**src/hw/rtl/sdph_pkg.sv**
```systemverilog
// Shared widths, reset values and register codes for the spectrum peak-hold block.
package sdph_pkg;

  localparam int BIN_W    = 9;
  localparam int MAG_W    = 32;
  localparam int FRESH_W  = 20;
  localparam int FALL_W   = 20;
  localparam int LVL_W    = 16;
  localparam int CFG_W    = 20;
  localparam int CFG_IDX_W = 1;

  localparam int NUM_BINS_DEF = 512;

  // Leading-one position, log2 in Q6.8 and its dB product.
  localparam int POS_W  = 5;
  localparam int LG_W   = 14;
  localparam int PROD_W = 25;
  localparam int DB_W   = PROD_W - 8;
  localparam int FPROD_W = FRESH_W + FALL_W;

  localparam logic signed [11:0]      DB_PER_LOG2 = 12'sd1541;
  localparam logic [FALL_W-1:0]       FALL_RESET  = 20'd15219;
  localparam logic signed [LVL_W-1:0] FLOOR_RESET = -16'sd21504;

  localparam int OFIFO_DEPTH = 4;
  localparam int OPTR_W      = 2;
  localparam int OCNT_W      = 3;

  typedef enum logic [CFG_IDX_W-1:0] {
    CFG_FALL_PER_SAMPLE = 1'b0,
    CFG_FLOOR_LEVEL     = 1'b1
  } cfg_idx_t;

  typedef struct packed {
    logic [BIN_W-1:0]        bin;
    logic signed [LVL_W-1:0] level;
  } res_t;

endpackage

```
**src/hw/rtl/sdph_db_conv.sv**
```systemverilog
// Magnitude to dB conversion: leading-one log2 with linear fraction, registered product.
module sdph_db_conv
  import sdph_pkg::*;
(
  input  logic                       clk,
  input  logic [MAG_W-1:0]           mag,
  output logic signed [PROD_W-1:0]   prod_r,
  output logic                       tiny_r
);

  logic [POS_W-1:0]         pos;
  logic [MAG_W+7:0]         shifted;
  logic [7:0]               frac;
  logic signed [5:0]        expo;
  logic signed [LG_W-1:0]   lg;
  logic signed [PROD_W-1:0] prod_nxt;
  logic                     tiny_nxt;

  // Highest set bit wins.
  always_comb begin
    pos = '0;
    for (int i = 0; i < MAG_W; i++) begin
      if (mag[i]) begin
        pos = POS_W'(i);
      end
    end
  end

  // The eight bits just below the leading one, zero filled when it sits low.
  assign shifted  = {mag, 8'h00} >> pos;
  assign frac     = shifted[7:0];
  assign expo     = signed'({1'b0, pos}) - 6'sd24;
  assign lg       = signed'({expo, frac});
  assign prod_nxt = PROD_W'(lg) * PROD_W'(DB_PER_LOG2);
  assign tiny_nxt = ~|mag[MAG_W-1:1];

  always_ff @(posedge clk) begin
    prod_r <= prod_nxt;
    tiny_r <= tiny_nxt;
  end

endmodule

```
**config.mk**
```make
export PLATFORM = sky130hd
export DESIGN_NAME = sdph_db_conv
export DESIGN_NICKNAME = d
export VERILOG_FILES = /design/src/hw/rtl/sdph_pkg.sv /design/src/hw/rtl/sdph_db_conv.sv
export SDC_FILE = /design/constraint.sdc
export NUM_CORES = 1
export LEC_CHECK = 0
export BUFFER_PORTS_ARGS = -buffer_cell sky130_fd_sc_hd__buf_2
export CORE_ASPECT_RATIO = 1.1
export CORE_MARGIN = 4
export CORE_UTILIZATION = 30
export DETAILED_ROUTE_END_ITERATION = 6
export HOLD_SLACK_MARGIN = 0.03
export PLACE_DENSITY = 0.48
export SETUP_SLACK_MARGIN = 0.2
export SLEW_MARGIN = 20
export SYNTH_ARGS = -nofsm -noshare
export SYNTH_HDL_FRONTEND = slang
export SYNTH_SLANG_ARGS = --single-unit
```
**constraint.sdc**
```tcl
create_clock -name clk -period 7.22 [get_ports clk]
set_input_delay 0.722 -clock clk [delete_from_list [all_inputs] [get_ports clk]]
set_output_delay 0.722 -clock clk [all_outputs]
set_load 0.02 [all_outputs]
```
# Word level (Yosys, flattened, before mapping)
# Cells that the tools add are included.
# classes
n_addsub,1
multipliers,1
shifts,1
muxes,31
n_reduce_logical,2
# op_table
cell,count
$mux 5,30
$shr 40x5->8,1
$reduce_or 31->1,1
$mul 14x12->25 const B,1
$sub 5x5->6 const B,1
$logic_not 1->1,1
$mux 1,1
# totals
reg_bits,26
inputBits,33
word_cells,38

# Depth between registers and ports, before layout
# Gate-level depths: netlist of run 1.
# depth
ltp_word,33
mapped_depth,28

# Worst setup path before layout of run 1
# Ideal clock, no wire load.
# synth_path
path_type,input -> register
from,in mag[25]
to,reg prod_r[24]
t_arrival_ps,6186
required_time_ps,7102
path_slack_ps,916
stages,25
n_path_buf,2
path_cell_list,buf_6 inv_2 a2111oi_2 o31a_2 inv_2 o21bai_2 buf_6 mux4_1 a22oi_1 o211ai_2 ha_1 ha_1 ha_1 inv_1 fa_1 fa_1 inv_1 ha_1 a21o_1 a41oi_1 o21a_1 a21oi_1 a211oi_1 a21oi_1 xnor2_1
# synth_between
elab_chain_cells,9
# synth_lines
element,line_no,text
"start, declared",sdph_db_conv.sv:6,"input logic [MAG_W-1:0] mag,"
$mux 5 (7 in series),sdph_db_conv.sv:23,if (mag[i]) begin
$shr 40x5->8 or $sub 5x5->6 (tied branches),"sdph_db_conv.sv:30, sdph_db_conv.sv:32",
$mul 14x12->25 (*),sdph_db_conv.sv:34,assign prod_nxt = PROD_W'(lg) * PROD_W'(DB_PER_LOG2);
via prod_nxt[24],sdph_db_conv.sv:16,logic signed [PROD_W-1:0] prod_nxt;
"end signal, assigned",sdph_db_conv.sv:38,prod_r <= prod_nxt;
"end, declared",sdph_db_conv.sv:7,"output logic signed [PROD_W-1:0] prod_r,"
# Mark *: on every way through the listed nets, which the timed path passes. The rest lies on a longest branch.

# Worst setup path after layout of run 1
# Ends and elaborated chain as after synthesis.

==> impl_metrics.env, run 1 <==
export IMPL_pwr_density_cell_nw_per_um2=226
export IMPL_cts_setup_buffers=0
export IMPL_p_comb_share_pct=69.1
export IMPL_cap_violations=0
export IMPL_initial_core_util_pct=30.8
export IMPL_fill_cells=1568
export IMPL_ys_async_sr_fraction_pct=0
export IMPL_ant_nets=0
export IMPL_worst_pin_slew_ns=0.696
export IMPL_rows=46
export IMPL_overflow=0
export IMPL_via_per_inst=5.24
export IMPL_yosysTopAreaCell="ha_1"
export IMPL_outcome="complete, no violations"
export IMPL_hp_class="in2reg"
export IMPL_relSlewSlack_pct=53.0
export IMPL_synth_edff_count=0
export IMPL_cpMostUsedCell="ha_1"
export IMPL_grt_max_degree=25
export IMPL_synth_seq_area_share_pct=11.7
export IMPL_vias=3865
export IMPL_die_h_um=136
export IMPL_syn_inst=484
export IMPL_rsz0062_at_grt="false"
export IMPL_io_buffers=58
export IMPL_crit_arrival_ns=6.85
export IMPL_setup_tns_ns=0
export IMPL_drive_gt1_share_pct=18.7
export IMPL_synth_area_um2=4460
export IMPL_synth_top_area_share_pct=26.9
export IMPL_clkTransAtPathRegs_ns=0.06
export IMPL_cts_htree_levels=1
export IMPL_antenna_found_initial=0
export IMPL_core_area_um2=14500
export IMPL_postCtsHoldBufs=0
export IMPL_cts_tree="yes"
export IMPL_synth_cell_types=67
export IMPL_drv_slew=0
export IMPL_swShare_pct=44.1
export IMPL_numCtsBuffers=3
export IMPL_switchingPower_uw=505
export IMPL_seqCellArea_um2=520
export IMPL_power_frac_seq_pct=19.0
export IMPL_grt_pass1_vias=3963
export IMPL_layout_min_cycle_time_ns=6.69
export IMPL_cp_end_kind="flop"
export IMPL_max_freq_ghz=0.150
export IMPL_critPathSlowestCell="fa_1"
export IMPL_dr_pass1_iters=4
export IMPL_drt_total_wl_mm=11.5
export IMPL_pin_count=59
export IMPL_grt_pass1_wl_mm=19.6
export IMPL_cts_resized=0
export IMPL_yosys_top_cells_area="ha_1 27%, dfxtp_1 12%, fa_1 7.6%"
export IMPL_setup_viol=0
export IMPL_die_x_um=124
export IMPL_die_area_um2=16900
export IMPL_final_area_um2=5060
export IMPL_grt_use_total_pct=13.8
export IMPL_p_leak_uw=0.00253
export IMPL_drt_wirelength_per_cell_um=15.6
export IMPL_clk_path_buf_depth=2
export IMPL_critPathMaxStageDelay_ns=0.55
export IMPL_hold_violations=0
export IMPL_setup_worst_path_start_class="primary input"
export IMPL_clock_sinks=26
export IMPL_ys_flop_type="dfxtp_1"
export IMPL_finalCritPeriodShare_pct=92.6
export IMPL_ys_ff_latch=26
export IMPL_ys_warn_count=0
export IMPL_root_buffer="clkbuf_16"
export IMPL_place_area_um2=4970
export IMPL_drt_iter0_markers=202
export IMPL_peakVddDrop_mv=0.0841
export IMPL_critical_path_required_ns=7.38
export IMPL_internal_power_uw=641
export IMPL_n_antenna_cell=0
export IMPL_gp_congestion=0.864
export IMPL_multi_input_area_um2=3640
export IMPL_syn_num_nets=630
export IMPL_syn_to_final_growth_pct=13.4
export IMPL_power_frac_clock_pct=11.9
export IMPL_nNetsFinal=692
export IMPL_crit_fanout=24
export IMPL_critical_path_class="in2reg"
export IMPL_hpwlAfterDp_mm=9.82
export IMPL_drc=0
export IMPL_syn_area_per_cell_um2=9.22
-- cells in the mapped netlist, types with 3 or more instances --
master / instances
a211oi_1: 4
a21o_1: 6
a21oi_1: 23
a22oi_1: 5
a31oi_1: 3
a41oi_1: 3
buf_6: 9
dfxtp_1: 26
fa_1: 17
ha_1: 96
inv_1: 36
inv_2: 4
mux2_2: 4
mux2i_1: 31
mux4_1: 3
mux4_2: 6
nand2_1: 29
nand2b_1: 4
nand3_1: 9
nor2_1: 27
nor2b_1: 4
nor3_1: 8
nor4_1: 12
o211ai_1: 3
o21a_1: 3
o21ai_0: 20
o21ai_1: 3
o221ai_1: 5
o22ai_1: 11
o311ai_0: 3
o31ai_1: 3
or4_1: 3
xnor2_1: 16
xor2_1: 4
-- worst max-delay path, delay by kind of cell --
family	cells	cell delay, ns
xor gates and xnor gates	1	0.14
AOI/OAI and AO/OA	11	2.52
adders and majority gates	6	2.29
buffers and inverters	6	0.61
muxes	2	0.56
-- registers in the layout (all words and copies together) (netlist names) --
register  cells
prod_r       25
tiny_r        1
-- cell type report --
class                           instances  share of cell area [%]
Clock buffer                            4                    1.75
Inverter                               41                    3.09
Multi-Input combinational cell        401                    71.9
Sequential cell                        26                    10.3
Tap cell                              192                    4.74
Timing Repair Buffer                   73                    8.20
-- placed cells by master (no fill, tap or decap), types with 3 or more instances in the layout --
| cell type | netlist | final |
|---|---|---|
| ha_1 | 96 | 96 |
| buf_2 | 1 | 58 |
| inv_1 | 36 | 36 |
| mux2i_1 | 31 | 31 |
| nand2_1 | 29 | 29 |
| nor2_1 | 27 | 27 |
| dfxtp_1 | 26 | 26 |
| a21oi_1 | 23 | 23 |
| o21ai_0 | 20 | 20 |
| fa_1 | 17 | 17 |
| xnor2_1 | 16 | 16 |
| buf_4 | 2 | 14 |
| nor4_1 | 12 | 12 |
| o22ai_1 | 11 | 11 |
| nand3_1 | 9 | 9 |
| nor3_1 | 8 | 8 |
| a21o_1 | 6 | 6 |
| mux4_2 | 6 | 6 |
| o221ai_1 | 5 | 5 |
| a22oi_1 | 5 | 5 |
| inv_2 | 4 | 4 |
| nor2b_1 | 4 | 4 |
| a211oi_1 | 4 | 4 |
| mux2_2 | 4 | 4 |
| nand2b_1 | 4 | 4 |
| xor2_1 | 4 | 4 |
| o211ai_1 | 3 | 3 |
| o31ai_1 | 3 | 3 |
| o311ai_0 | 3 | 3 |
| or4_1 | 3 | 3 |
| o21ai_1 | 3 | 3 |
| a31oi_1 | 3 | 3 |
| mux4_1 | 3 | 3 |
| a41oi_1 | 3 | 3 |
| o21a_1 | 3 | 3 |
| clkbuf_16 | 0 | 3 |
-- path summary, 6_finish.rpt --
path              slack (ns)  startpoint    endpoint  depth (start not counted)
setup / recovery        0.53     mag[25]  prod_r[24]                         26
hold / removal          0.80      mag[1]      tiny_r                          3
-- logic make-up after synthesis --
kind of cell             after synthesis  share of synthesized area, %
AO/OA/AOI/OAI                        116                          18.2
XOR/XNOR                              20                          3.92
adder cells (fa/ha/maj)              113                          34.5
AND/OR/NAND/NOR                      107                          11.7
flip-flops                            26                          11.7
buffers and inverters                 57                          6.92
multiplexers                          45                          13.1
-- power groups by stage --
stage	logic (uW)	clock network, uW	registers [uW]
2_1_floorplan	509	0	301
3_3_place_gp	799	0	221
3_5_place_dp	801	0	223
4_1_cts	810	143	219
5_1_grt	908	149	224
6_report	792	136	218
-- routing by layer --
metal | wire [um] | track usage, % | share of wire, % | vias up
li1 | - | - | - | 1939
met1 | 5140 | 17.1 | 45 | 1823
met2 | 5770 | 25.5 | 50 | 90
met3 | 367 | 1.26 | 3.2 | 13
met4 | 252 | 4.26 | 2.2 | 0
met5 | 0 | 0 | 0 | -
-- per-stage QoR --
stage / setup slack, ns / std cells / hold WS, ns / power (uW) / utilization [%]
after floorplan: 0.916 / 484 / 0.883 / 811 / -
after global placement: 0.337 / 733 / 1.08 / 1020 / 34.3
after detailed placement: 0.281 / 733 / 1.08 / 1020 / 34.3
after CTS: 0.539 / 737 / 0.796 / 1170 / 34.9
after global routing: 0.202 / 737 / 0.833 / 1280 / 34.9
final: 0.532 / 737 / 0.805 / 1150 / 34.9
Power figures use the tool's default switching activity.
==> run 2, diff against run 1 <==
--- a/config.mk
+++ b/config.mk
@@ -5,6 +5,7 @@
 export SDC_FILE = /design/constraint.sdc
 export NUM_CORES = 1
 export LEC_CHECK = 0
+export ABC_AREA = 1
 export BUFFER_PORTS_ARGS = -buffer_cell sky130_fd_sc_hd__buf_2
 export CORE_ASPECT_RATIO = 1.1
 export CORE_MARGIN = 4
==> run 2 against run 1 <==
Compared with the run above:
- sequential share of layout area down 0.99 points
- critical endpoint unchanged
- power up 15%
- synthesized cell count up 30%
- highest routed layer unchanged
- largest power group unchanged
- non-clock buffer count up 17
==> impl_metrics.env, run 2 <==
export IMPL_synth_top_area_share_pct=27.8
export IMPL_syn_to_final_growth_pct=29.5
export IMPL_crit_fanout=7
export IMPL_die_h_um=134
export IMPL_root_buffer="clkbuf_16"
export IMPL_worst_pin_slew_ns=0.660
export IMPL_die_x_um=123
export IMPL_ys_ff_latch=26
export IMPL_critPathSlowestCell="fa_1"
export IMPL_largest_reg_flops=25
export IMPL_pwr_density_cell_nw_per_um2=236
export IMPL_finalCritPeriodShare_pct=89.9
export IMPL_synth_cell_types=26
export IMPL_synth_seq_area_share_pct=12.0
export IMPL_clock_sinks=26
export IMPL_grt_pass1_wl_mm=19.4
export IMPL_syn_area_per_cell_um2=6.90
export IMPL_drv_slew=0
export IMPL_yosys_top_cells_area="ha_1 28%, nand3_1 18%, dfxtp_1 12%"
export IMPL_synth_edff_count=0
export IMPL_nNetsFinal=846
export IMPL_setup_worst_path_start_class="primary input"
export IMPL_hpwlAfterDp_mm=9.77
export IMPL_critPathMaxStageDelay_ns=0.56
export IMPL_reg_top3="prod_r (25), tiny_r (1)"
export IMPL_relSlewSlack_pct=55.7
export IMPL_postCtsHoldBufs=0
export IMPL_max_freq_ghz=0.154
export IMPL_cpMostUsedCell="nand2_1"
export IMPL_dr_pass1_iters=5
export IMPL_outcome="complete, no violations"
export IMPL_antenna_found_initial=0
export IMPL_crit_arrival_ns=6.66
export IMPL_rsz0062_at_grt="true"
export IMPL_critical_path_class="in2reg"
export IMPL_worst_slack_ns=0.731
export IMPL_largest_register="prod_r"
export IMPL_grt_pass1_vias=4115
export IMPL_clk_path_buf_depth=2
export IMPL_utilization_pct=40.1
export IMPL_grt_use_total_pct=14.3
export IMPL_yosysTopAreaCell="ha_1"
export IMPL_critical_path_required_ns=7.39
export IMPL_setup_viol=0
export IMPL_multi_input_area_um2=3820
export IMPL_rows=45
export IMPL_ys_warn_count=0
export IMPL_drt_iter0_markers=197
export IMPL_grt_max_degree=34
export IMPL_ys_async_sr_fraction_pct=0
export IMPL_vias=4428
export IMPL_gp_congestion=0.848
export IMPL_place_ws_ns=0.0599
export IMPL_ant_nets=0
export IMPL_final_common_cell="nand3_1"
export IMPL_overflow=0
export IMPL_numCtsBuffers=3
export IMPL_hp_class="in2reg"
export IMPL_cts_htree_levels=1
export IMPL_syn_inst=627
export IMPL_io_buffers=58
export IMPL_layout_min_cycle_time_ns=6.49
export IMPL_clkTransAtPathRegs_ns=0.08
export IMPL_drive_gt1_share_pct=24.6
export IMPL_seqCellArea_um2=520
export IMPL_initial_core_util_pct=31.0
export IMPL_drt_total_wl_mm=12.5
export IMPL_synth_most_common_cell="nand3_1"
export IMPL_setup_tns_ns=0
export IMPL_pin_count=59
export IMPL_fill_cells=1488
export IMPL_via_per_inst=4.99
export IMPL_p_leak_uw=0.00298
export IMPL_peakVddDrop_mv=0.169
export IMPL_n_antenna_cell=0
export IMPL_hold_violations=0
export IMPL_syn_num_nets=773
export IMPL_cap_violations=0
export IMPL_synth_area_um2=4330
export IMPL_drt_wirelength_per_cell_um=14.1
export IMPL_ys_top_cells_by_count="157 x nand3_1, 122 x nand2_1, 96 x ha_1"
export IMPL_cts_tree="yes"
export IMPL_die_area_um2=16400
export IMPL_final_cell_mix="136 x nand3_1, 102 x nand2_1, 82 x ha_1, 76 x inv_1, 58 x buf_2"
export IMPL_core_area_um2=14000
export IMPL_drc=0
export IMPL_cp_end_kind="flop"
export IMPL_ys_flop_type="dfxtp_1"
[run 2: cells by family after synthesis]
group                      after synthesis  share of synthesized area, %
xor gates and xnor gates                21                          4.25
and+or+nand+nor                        319                          32.8
AOI/OAI and AO/OA                       45                          5.67
DFF                                     26                          12.0
buffers and inverters                  103                          9.60
adders and majority gates              113                          35.6
[run 2: area by class of cell]
type | instances | area share, %
flip-flops and latches | 26 | 9.29
repair buffers | 90 | 11.4
multi-input cells | 498 | 68.1
clock buffers | 4 | 1.59
inverters | 81 | 5.43
well taps | 188 | 4.20
[run 2: critical path, delay by kind of cell]
family | cells | cell delay [ns]
simple gates | 38 | 2.50
fa+ha+maj | 6 | 2.22
compound gates | 5 | 0.66
buf+inv | 4 | 0.41
xor+xnor | 1 | 0.13
[run 2: per-stage QoR]
stage / cell area [um2] / total power (uW) / hold WS, ns / cells
final: 5600 / 1320 / 0.761 / 887
after global routing: 5600 / 1460 / 0.786 / 887
after CTS: 5030 / 1170 / 0.764 / 874
after detailed placement: 4940 / 1000 / 1.06 / 870
after global placement: 4940 / 1000 / 1.06 / 870
after floorplan: 4330 / 779 / 0.887 / 627
[run 2: power by group]
part           internal (uW)  switching [uW]  leakage (uW)
Clock                   85.3            60.9     0.0000442
Combinational            420             534       0.00271
Sequential               210            13.4      0.000218
Total                    715             608       0.00298
[run 2: layer usage]
metal  GRT usage, %  share of wire [%]  up-vias
met5              0                  0        -
met4           4.17                2.9        0
met3           1.56                4.5       20
met2           23.1                 47      114
met1           20.1                 46     2044
li1               -                  -     2250
[run 2: final timing paths]
path	startpoint	to	cells after the start
worst max-delay path	mag[2]	prod_r[24]	54
worst min-delay path	mag[30]	tiny_r	4
[run 2: what timing repair did]
action | in CTS | in global routing
resized for setup | 0 | 93
buffers inserted | 0 | 9
setup endpoints to repair | 0 | 6
